`src/rtl/ebr_pkg.sv`:
```
package ebr_pkg;

  typedef enum logic [4:0] {
    OP_NOP = 5'd0, OP_LD_RN = 5'd1, OP_LD_RR = 5'd2, OP_LD_RHL = 5'd3,
    OP_LD_ABC = 5'd4, OP_LD_ADE = 5'd5, OP_LD_ANN = 5'd6, OP_ST_HLR = 5'd7,
    OP_ST_HLN = 5'd8, OP_ADD = 5'd9, OP_ADC = 5'd10, OP_SUB = 5'd11,
    OP_SBC = 5'd12, OP_AND = 5'd13, OP_OR = 5'd14, OP_XOR = 5'd15,
    OP_CP = 5'd16, OP_INC = 5'd17, OP_DEC = 5'd18, OP_SWAP = 5'd19,
    OP_DAA = 5'd20, OP_CPL = 5'd21, OP_CCF = 5'd22, OP_SCF = 5'd23,
    OP_RRC = 5'd24, OP_RLC = 5'd25, OP_RL = 5'd26, OP_RR = 5'd27
  } op_t;

  localparam logic [2:0] REG_A = 3'd0;
  localparam logic [2:0] REG_B = 3'd1;
  localparam logic [2:0] REG_C = 3'd2;
  localparam logic [2:0] REG_D = 3'd3;
  localparam logic [2:0] REG_E = 3'd4;
  localparam logic [2:0] REG_H = 3'd5;
  localparam logic [2:0] REG_L = 3'd6;
  localparam logic [2:0] SRC_MEM = 3'd7;

  typedef struct packed {
    logic [4:0]  operation;
    logic [2:0]  dest_reg;
    logic [2:0]  src_reg;
    logic [7:0]  immediate;
    logic [15:0] direct_address;
    logic [7:0]  mem_data;
  } in_t;

  typedef struct packed {
    logic [7:0]  dest_value;
    logic [3:0]  flags_out;
    logic [15:0] mem_addr;
    logic        mem_write;
    logic [7:0]  mem_write_data;
  } out_t;

  // register-file operand bundle handed from the file to the ALU
  typedef struct packed {
    logic [7:0] a, b, c, d, e, h, l;
    logic [3:0] f;
  } regs_t;

  // write-back request from the ALU
  typedef struct packed {
    logic       we;
    logic [2:0] idx;
    logic [7:0] val;
    logic [3:0] f;
  } wb_t;

endpackage

```
`src/rtl/ebr_regfile.sv`:
```
module ebr_regfile (
  input  logic          clk,
  input  logic          rst,
  input  ebr_pkg::wb_t  wb,
  input  logic          wb_en,
  output ebr_pkg::regs_t regs
);

  // seven entries read at once: kept as registers with a shared write port
  logic [7:0] mem [7];
  logic [3:0] flags;

  always_ff @(posedge clk) begin
    if (rst) begin
      for (int i = 0; i < 7; i++) mem[i] <= 8'd0;
      flags <= 4'd0;
    end else if (wb_en) begin
      if (wb.we && wb.idx != ebr_pkg::SRC_MEM) mem[wb.idx] <= wb.val;
      flags <= wb.f;
    end
  end

  assign regs = '{a: mem[0], b: mem[1], c: mem[2], d: mem[3], e: mem[4],
                  h: mem[5], l: mem[6], f: flags};

endmodule

```
`src/rtl/ebr_alu.sv`:
```
module ebr_alu (
  input  ebr_pkg::in_t   in,
  input  ebr_pkg::regs_t regs,
  output ebr_pkg::wb_t   wb,
  output ebr_pkg::out_t  res
);

  function automatic logic [7:0] rd(input ebr_pkg::regs_t r, input logic [2:0] i);
    unique case (i)
      ebr_pkg::REG_A: rd = r.a;
      ebr_pkg::REG_B: rd = r.b;
      ebr_pkg::REG_C: rd = r.c;
      ebr_pkg::REG_D: rd = r.d;
      ebr_pkg::REG_E: rd = r.e;
      ebr_pkg::REG_H: rd = r.h;
      ebr_pkg::REG_L: rd = r.l;
      default:        rd = 8'd0;
    endcase
  endfunction

  logic [7:0] a, src, v, r;
  logic [15:0] hl;
  logic cin;
  logic [8:0] sum;
  logic [4:0] hsum;
  logic [8:0] dr;

  always_comb begin
    a   = regs.a;
    hl  = {regs.h, regs.l};
    cin = regs.f[0];
    src = (in.src_reg == ebr_pkg::SRC_MEM) ? in.mem_data : rd(regs, in.src_reg);
    v   = rd(regs, in.dest_reg);
    wb  = '{we: 1'b0, idx: in.dest_reg, val: 8'd0, f: regs.f};
    res = '0;
    r = 8'd0; sum = 9'd0; hsum = 5'd0; dr = 9'd0;
    unique case (in.operation)
      ebr_pkg::OP_LD_RN: begin wb.we = 1'b1; wb.val = in.immediate; end
      ebr_pkg::OP_LD_RR: begin
        if (in.src_reg == ebr_pkg::SRC_MEM) res.mem_addr = hl;
        wb.we = 1'b1; wb.val = src;
      end
      ebr_pkg::OP_LD_RHL: begin
        res.mem_addr = hl; wb.we = 1'b1; wb.val = in.mem_data;
      end
      ebr_pkg::OP_LD_ABC, ebr_pkg::OP_LD_ADE, ebr_pkg::OP_LD_ANN: begin
        unique case (in.operation)
          ebr_pkg::OP_LD_ABC: res.mem_addr = {regs.b, regs.c};
          ebr_pkg::OP_LD_ADE: res.mem_addr = {regs.d, regs.e};
          default:            res.mem_addr = in.direct_address;
        endcase
        wb.we = 1'b1; wb.idx = ebr_pkg::REG_A; wb.val = in.mem_data;
      end
      ebr_pkg::OP_ST_HLR: begin
        res.mem_addr = hl; res.mem_write = 1'b1; res.mem_write_data = src;
      end
      ebr_pkg::OP_ST_HLN: begin
        res.mem_addr = hl; res.mem_write = 1'b1; res.mem_write_data = in.immediate;
      end
      ebr_pkg::OP_ADD, ebr_pkg::OP_ADC: begin
        if (in.src_reg == ebr_pkg::SRC_MEM) res.mem_addr = hl;
        sum  = {1'b0, a} + {1'b0, src}
             + {8'd0, cin & (in.operation == ebr_pkg::OP_ADC)};
        hsum = {1'b0, a[3:0]} + {1'b0, src[3:0]}
             + {4'd0, cin & (in.operation == ebr_pkg::OP_ADC)};
        wb.we = 1'b1; wb.idx = ebr_pkg::REG_A; wb.val = sum[7:0];
        wb.f = {sum[7:0] == 8'd0, 1'b0, hsum[4], sum[8]};
      end
      ebr_pkg::OP_SUB, ebr_pkg::OP_SBC, ebr_pkg::OP_CP: begin
        if (in.src_reg == ebr_pkg::SRC_MEM) res.mem_addr = hl;
        sum  = {1'b0, a} - {1'b0, src}
             - {8'd0, cin & (in.operation == ebr_pkg::OP_SBC)};
        hsum = {1'b0, a[3:0]} - {1'b0, src[3:0]}
             - {4'd0, cin & (in.operation == ebr_pkg::OP_SBC)};
        wb.we = 1'b1; wb.idx = ebr_pkg::REG_A;
        wb.val = (in.operation == ebr_pkg::OP_CP) ? a : sum[7:0];
        wb.f = {sum[7:0] == 8'd0, 1'b1, hsum[4], sum[8]};
      end
      ebr_pkg::OP_AND, ebr_pkg::OP_OR, ebr_pkg::OP_XOR: begin
        if (in.src_reg == ebr_pkg::SRC_MEM) res.mem_addr = hl;
        unique case (in.operation)
          ebr_pkg::OP_AND: r = a & src;
          ebr_pkg::OP_OR:  r = a | src;
          default:         r = a ^ src;
        endcase
        wb.we = 1'b1; wb.idx = ebr_pkg::REG_A; wb.val = r;
        wb.f = {r == 8'd0, 1'b0, in.operation == ebr_pkg::OP_AND, 1'b0};
      end
      ebr_pkg::OP_INC: begin
        r = v + 8'd1; wb.we = 1'b1; wb.val = r;
        wb.f = {r == 8'd0, 1'b0, v[3:0] == 4'hF, cin};
      end
      ebr_pkg::OP_DEC: begin
        r = v - 8'd1; wb.we = 1'b1; wb.val = r;
        wb.f = {r == 8'd0, 1'b1, v[3:0] == 4'h0, cin};
      end
      ebr_pkg::OP_SWAP: begin
        r = {v[3:0], v[7:4]}; wb.we = 1'b1; wb.val = r; wb.f = {r == 8'd0, 3'b000};
      end
      ebr_pkg::OP_DAA: begin
        dr = {1'b0, a};
        wb.f[0] = cin;
        if (!regs.f[2]) begin
          if (cin || a > 8'h99) begin dr = dr + 9'h060; wb.f[0] = 1'b1; end
          if (regs.f[1] || dr[3:0] > 4'd9) dr = dr + 9'h006;
        end else begin
          if (cin) dr = dr - 9'h060;
          if (regs.f[1]) dr = dr - 9'h006;
        end
        wb.we = 1'b1; wb.idx = ebr_pkg::REG_A; wb.val = dr[7:0];
        wb.f[3] = dr[7:0] == 8'd0; wb.f[2] = regs.f[2]; wb.f[1] = 1'b0;
      end
      ebr_pkg::OP_CPL: begin
        wb.we = 1'b1; wb.idx = ebr_pkg::REG_A; wb.val = ~a;
        wb.f = {regs.f[3], 2'b11, regs.f[0]};
      end
      ebr_pkg::OP_CCF: wb.f = {regs.f[3], 2'b00, ~cin};
      ebr_pkg::OP_SCF: wb.f = {regs.f[3], 2'b00, 1'b1};
      ebr_pkg::OP_RRC, ebr_pkg::OP_RLC, ebr_pkg::OP_RL, ebr_pkg::OP_RR: begin
        unique case (in.operation)
          ebr_pkg::OP_RRC: begin r = {v[0], v[7:1]}; wb.f[0] = v[0]; end
          ebr_pkg::OP_RLC: begin r = {v[6:0], v[7]}; wb.f[0] = v[7]; end
          ebr_pkg::OP_RL:  begin r = {v[6:0], cin};  wb.f[0] = v[7]; end
          default:         begin r = {cin, v[7:1]};  wb.f[0] = v[0]; end
        endcase
        wb.we = 1'b1; wb.val = r; wb.f[3:1] = {r == 8'd0, 2'b00};
      end
      default: ;
    endcase
    res.dest_value = wb.we ? wb.val : 8'd0;
    res.flags_out  = wb.f;
  end

endmodule

```
`src/rtl/eight_bit_register_alu_execute.sv`:
```
// Execute stage: one decoded instruction per beat, result registered into the output.
// Throughput 1 beat/cycle while the output is not stalled.
// Register file and flags are updated at acceptance, so the next beat
// sees them at once with no bubble. The output register holds a result
// while stalled; a new beat is taken whenever the output is free or drains.
// Reset (rst, synchronous) zeroes registers and flags and empties output.
module eight_bit_register_alu_execute (
  input  logic          clk,
  input  logic          rst,
  input  logic          in_valid,
  output logic          in_stall,
  input  ebr_pkg::in_t  in_data,
  output logic          out_valid,
  input  logic          out_stall,
  output ebr_pkg::out_t out_data
);

  ebr_pkg::regs_t regs;
  ebr_pkg::wb_t   wb;
  ebr_pkg::out_t  res;
  logic           take;

  // stall only while a held result cannot drain this cycle
  assign in_stall = out_valid && out_stall;
  assign take     = in_valid && !in_stall;

  ebr_regfile u_rf (.clk(clk), .rst(rst), .wb(wb), .wb_en(take), .regs(regs));
  ebr_alu     u_alu (.in(in_data), .regs(regs), .wb(wb), .res(res));

  always_ff @(posedge clk) begin
    if (rst) begin
      out_valid <= 1'b0;
    end else if (take) begin
      out_valid <= 1'b1;
    end else if (!out_stall) begin
      out_valid <= 1'b0;
    end
  end

  // payload register: load on every accepted beat, hold otherwise
  always_ff @(posedge clk) begin
    if (take) out_data <= res;
  end

  a_hold: assert property (@(posedge clk) disable iff (rst)
    out_valid && out_stall |=> out_valid && $stable(out_data))
    else $error("held result changed");
  a_take: assert property (@(posedge clk) disable iff (rst)
    take |=> out_valid)
    else $error("accepted beat produced no result");
  a_nowr: assert property (@(posedge clk) disable iff (rst)
    out_valid && !out_data.mem_write |-> out_data.mem_write_data == 8'd0)
    else $error("store data without store");

endmodule
```
`config.mk`:
```
export PLATFORM = sky130hd
export DESIGN_NAME = eight_bit_register_alu_execute
export DESIGN_NICKNAME = d
export VERILOG_FILES = /design/src/rtl/ebr_pkg.sv /design/src/rtl/ebr_regfile.sv /design/src/rtl/ebr_alu.sv /design/src/rtl/eight_bit_register_alu_execute.sv
export SDC_FILE = /design/constraint.sdc
export NUM_CORES = 1
export LEC_CHECK = 0
export BUFFER_PORTS_ARGS = -buffer_cell sky130_fd_sc_hd__buf_2
export CAP_MARGIN = 20
export CORE_MARGIN = 1.5
export CORE_UTILIZATION = 42
export CTS_BUF_LIST = sky130_fd_sc_hd__clkbuf_8
export CTS_CLUSTER_SIZE = 28
export DETAILED_ROUTE_END_ITERATION = 10
export HOLD_SLACK_MARGIN = 0.15
export PLACE_DENSITY_LB_ADDON = 0.05
export SYNTH_ARGS = -nofsm -noshare
export SYNTH_HDL_FRONTEND = slang
export SYNTH_SLANG_ARGS = --single-unit
```
`constraint.sdc`:
```
create_clock -name clk -period 6.85 [get_ports clk]
set_input_delay 1.37 -clock clk [delete_from_list [all_inputs] [get_ports clk]]
set_output_delay 1.37 -clock clk [all_outputs]
set_load 0.02 [all_outputs]
```
Yosys cells after proc, flatten, opt, wreduce, memory -nomap -nowiden:

Memories as Yosys holds them, arrays and structs flattened.
Cells that the tools add are included.

* memories: 1
* bits in registers: 42
* RAM bits: 56
* word-level logic and storage cells: 143

* bitwise gates (word level): 7
* add/sub/neg operators: 14
* muxes and demuxes: 40
* reduce and logical (&&, ||, !) cells: 29
* magnitude comparators: 2
* equality and inequality tests: 43

Memories
* u_rf.mem: depth 7, bits a word 8, rd ports 7, clocked after Yosys merged registers in 0, wr ports 7, line ebr_regfile.sv:10 `logic [7:0] mem [7];`

Operators with widths (count)
* $mux W8: 15
* $pmux W8 S7: 2
* $pmux W8 S12: 1
* $logic_not A8 Y1: 8
* $eq A5 B5 Y1 const B: 12
* $pmux W16 S3: 1
* $pmux W4 S11: 1
* $eq A5 B4 Y1 const B: 8
* $pmux W16 S2: 1
* $pmux W8 S3: 1
* $reduce_or A23 Y1: 1
* $eq A3 B3 Y1 const B: 7
* $eq A5 B3 Y1 const B: 4
* $pmux W9 S2: 1
* $mux W16: 1
* $pmux W8 S2: 1
* $mux W1: 13
* $reduce_or A13 Y1: 1
* $eq A3 B2 Y1 const B: 4
* $reduce_or A3 Y1: 4
* $eq A5 B2 Y1 const B: 2
* $add A8 B8 Y9: 1
* $add A9 B1 Y9: 1
* $reduce_or A9 Y1: 1
* other kinds (34): 43

Logic depth before layout (Yosys ltp):

An unclocked memory read counts as a cell.

* depth in word-level cells: 13
* mapped depth: 19
* gate-level depth less buffers: 17

Cells and area by module:

Synthesis repeated with hierarchy kept, for this count alone.

* cells, all modules: 984
* area total of the unflattened synthesis: 8582.0 um^2

By module, submodules not included
* ebr_alu: area an instance 5093.6 um^2, instances 1, cells each 765
* ebr_regfile: area an instance 2331.0 um^2, instances 1, cells each 177
* eight_bit_register_alu_execute: area an instance 1157.4 um^2, instances 1, cells each 42

Worst setup path before layout:

OpenSTA, ideal clock, no wires.

* path kind: input-to-reg
* start: input port in_data[34] (netlist name)
* end: register out_data[28] (netlist name), data pin
* slack: 1.482 ns
* data required time: 6.578 ns
* setup time: 0.272 ns
* arrival time: 5.097 ns
* stages: 17
* path through: clkbuf_1 clkbuf_1 buf_1 o21ai_0 a21oi_1 a221oi_1 nor2_1 fa_1 ha_1 o2111ai_1 o211ai_1 or4b_2 nand3_1 or4_1 o41ai_1 nor4_1 a31oi_1

RTL lines
* from (decl): line eight_bit_register_alu_execute.sv:12 `input ebr_pkg::in_t in_data,`
* to (signal assigned): line eight_bit_register_alu_execute.sv:42 `if (take) out_data <= res;`
* to (decl): line eight_bit_register_alu_execute.sv:15 `output ebr_pkg::out_t out_data`

==> flow_metrics.env <==
export IMPL_outcome="complete, no violations"
export IMPL_clk_pin_slew_ps=130
export IMPL_ys_types=87
export IMPL_yosysWarnings=0
export IMPL_grt_overflow=0
export IMPL_crit_top_cell="ha_1"
export IMPL_die_area_um2=21400
export IMPL_hold_viol=0
export IMPL_start_kind="input pin"
export IMPL_wl_met3_um=3810
export IMPL_synth_edf_count=85
export IMPL_mostFrequentLayoutCells="nor2_1 (118), nand2_1 (92), buf_2 (85), edfxtp_1 (85), inv_1 (62)"
export IMPL_fin_ws_ps=1200
export IMPL_wl_met2_um=15000
export IMPL_ios=86
export IMPL_synth_ff_latch_count=98
export IMPL_gp_congestion=1.01
export IMPL_intPower_uw=1050
export IMPL_ir_drop_v=0.000125
export IMPL_path_cells="buf_2, mux4_2, nor2_1, a211oi_1, buf_4, ha_1, inv_1, ha_1, a21oi_1, o211ai_1, or4b_2, nand3_1, or4_1, o41ai_1, nor4_1, a31oi_1"
export IMPL_area_growth_pct=9.75
export IMPL_p_per_area_nw_per_um2=187
export IMPL_pre_cts_ws_ps=888
export IMPL_wl_met1_um=16500
export IMPL_fin_nets=1151
export IMPL_period_share=0.825
export IMPL_cts_hold_buffers=0
export IMPL_core_area_um2=20200
export IMPL_rows=52
export IMPL_p_sw_uw=729
export IMPL_cts_made_buffers=9
export IMPL_ys_flop_type="edfxtp_1"
export IMPL_root_buffer="clkbuf_8"
export IMPL_maxCapViolations=0
export IMPL_cp_required_ps=7000
export IMPL_final_common_cell="nor2_1"
export IMPL_wl_um=36100
export IMPL_cpMaxStageDelayCell="or4b_2"
export IMPL_tritoncts="done"
export IMPL_vias=8634
export IMPL_syn_avg_cell_area_um2=8.59
export IMPL_cts_sinks=98
export IMPL_clock_power_share=0.229
export IMPL_relSlewSlack=0.268
export IMPL_clockBufferDepth=2
export IMPL_drc=0
export IMPL_die_h_um=146
export IMPL_power_leakage_uw=0.00371
export IMPL_grt_pass1_wl_um=52400
export IMPL_place_inst=1320
export IMPL_avgRoutedWirePerCell_um=27.0
export IMPL_vias_per_cell=6.46
export IMPL_clk_latency_ps=410
export IMPL_highest_layer="met4"
export IMPL_grt_max_degree=44
export IMPL_crit_path_max_incr_delay_ps=630
export IMPL_drive_gt1_frac=0.163
export IMPL_switching_share=0.411
export IMPL_syn_inst=1006
export IMPL_cp_top_family="simple AND/OR/NAND/NOR gates"
export IMPL_fin_skew_ps=33.3
export IMPL_start_util=0.427
export IMPL_fin_setup_tns_ps=0
export IMPL_setup_violations=0
export IMPL_rsz0062_at_grt="no"
export IMPL_r2r_setup_slack_ps=1940
export IMPL_synth_nets=1096
export IMPL_combPwrFrac=0.366
export IMPL_cts_resized=0
export IMPL_yosysSeqAreaShare=0.326
export IMPL_antenna_found_initial=1
export IMPL_seqPwrFrac=0.405
export IMPL_port_buffers=85
export IMPL_post_cts_buffers=0
export IMPL_drtIter0Drc=1001
export IMPL_drv_slew=0
export IMPL_synth_area_um2=8640
export IMPL_crit_type="input pin to register"
export IMPL_ant_nets=0
export IMPL_cp_num_buf_inv=3
export IMPL_critPathMaxFanout=30
export IMPL_worst_slew_pin_slew_ps=1090
export IMPL_ys_async_sr_fraction=0
export IMPL_grt_pass1_vias=7876
export IMPL_grt_usage=0.334
export IMPL_dpl_hpwl_um=27200
export IMPL_crit_path_end_kind="register"
export IMPL_timing_fmax_mhz=177
export IMPL_h_tree_depth=3
export IMPL_die_w_um=146
export IMPL_hp_class="register to register"
export IMPL_min_period_ps=5650
export IMPL_cp_arrival_ps=5800
export IMPL_first_pass_iters=5
export IMPL_final_cells=1337
-- sequential cells by signal, summed over array words and instances (netlist names) --
register / flops
out_data: 37
out_valid: 1
u_rf.flags: 4
u_rf.mem: 56
-- metrics by stage --
| step | instance area, um2 | hold slack (ps) | total power [uW] | utilization |
|---|---|---|---|---|
| global route | 9480 | 584 | 1840 | 0.468 |
| floorplan | 8640 | 491 | 1130 | - |
| detailed placement | 9280 | 525 | 1350 | 0.459 |
| finish | 9480 | 547 | 1770 | 0.468 |
| CTS | 9480 | 542 | 1760 | 0.468 |
| global placement | 9280 | 514 | 1360 | 0.459 |
-- worst paths after layout --
check,from,end,cells after the start
setup / recovery,in_data[33],out_data[28],16
hold / removal,u_rf.mem[6][4],u_rf.mem[6][4],2
setup reg to reg,u_rf.mem[0][3],u_rf.mem[0][5],13
hold reg to reg,u_rf.mem[6][4],u_rf.mem[6][4],2
-- cell usage after synthesis, types with 6 or more instances --
cell type  instances  area (um2)
a211oi_1          15         113
nand3_1           18        90.1
nand3b_1           9        67.6
a21oi_1           48         240
dfxtp_1           13         260
xnor2_1           21         184
edfxtp_1          85        2550
inv_1             62         233
nor2_1           118         443
clkbuf_1          38         143
nand2b_1          17         106
a22o_1            25         219
or3_1              7        43.8
o211ai_1          10        75.1
a31oi_1           14        87.6
nand2_1           92         345
mux2_2             6        67.6
a221oi_1          14         123
xor2_1             9        78.8
ha_1              39         488
o22ai_1           23         144
or2_2             14        87.6
o32ai_1            6        52.6
buf_1              6        22.5
mux2i_1           37         370
nor3_1            20         100
o21ai_0           57         285
buf_2             14        70.1
nor2b_1           12        75.1
o221ai_1           6        52.6
a22oi_1            9        67.6
-- cell families after synthesis --
kind of cell | Yosys count | share of synthesized area
AND/OR/NAND/NOR | 357 | 0.205
adder cells (fa/ha/maj) | 43 | 0.0658
flip-flops | 98 | 0.326
multiplexers | 48 | 0.0620
AO/OA/AOI/OAI | 304 | 0.250
XOR/XNOR | 30 | 0.0304
buffers and inverters | 126 | 0.0611
-- power by group through the flow --
stage	registers, uW	clock network (uW)	logic (uW)
2_1_floorplan	736	0	399
3_3_place_gp	730	0	632
3_5_place_dp	729	0	625
4_1_cts	716	413	629
5_1_grt	719	431	692
6_report	718	407	650
-- final cells by class --
type | instances | area (um2)
multi-input combinational | 782 | 5300
tap | 270 | 338
timing repair buffer | 108 | 598
clock buffer | 9 | 124
antenna | 1 | 2.50
sequential | 98 | 2810
clock inverter | 7 | 70.1
inverter | 62 | 233
fill | 2043 | 10800
-- layer usage --
layer  up-vias  track usage
met5         -            0
met3        63       0.0856
met4         0       0.0894
met1      4201        0.498
li1       3873            -
met2       497        0.474
-- worst min-delay path: stages (launching register included) --
cell and delay (ps):
dfxtp_1 350, nor2_1 100, a211oi_1 60
No activity file was read; power rests on OpenSTA's default activity.
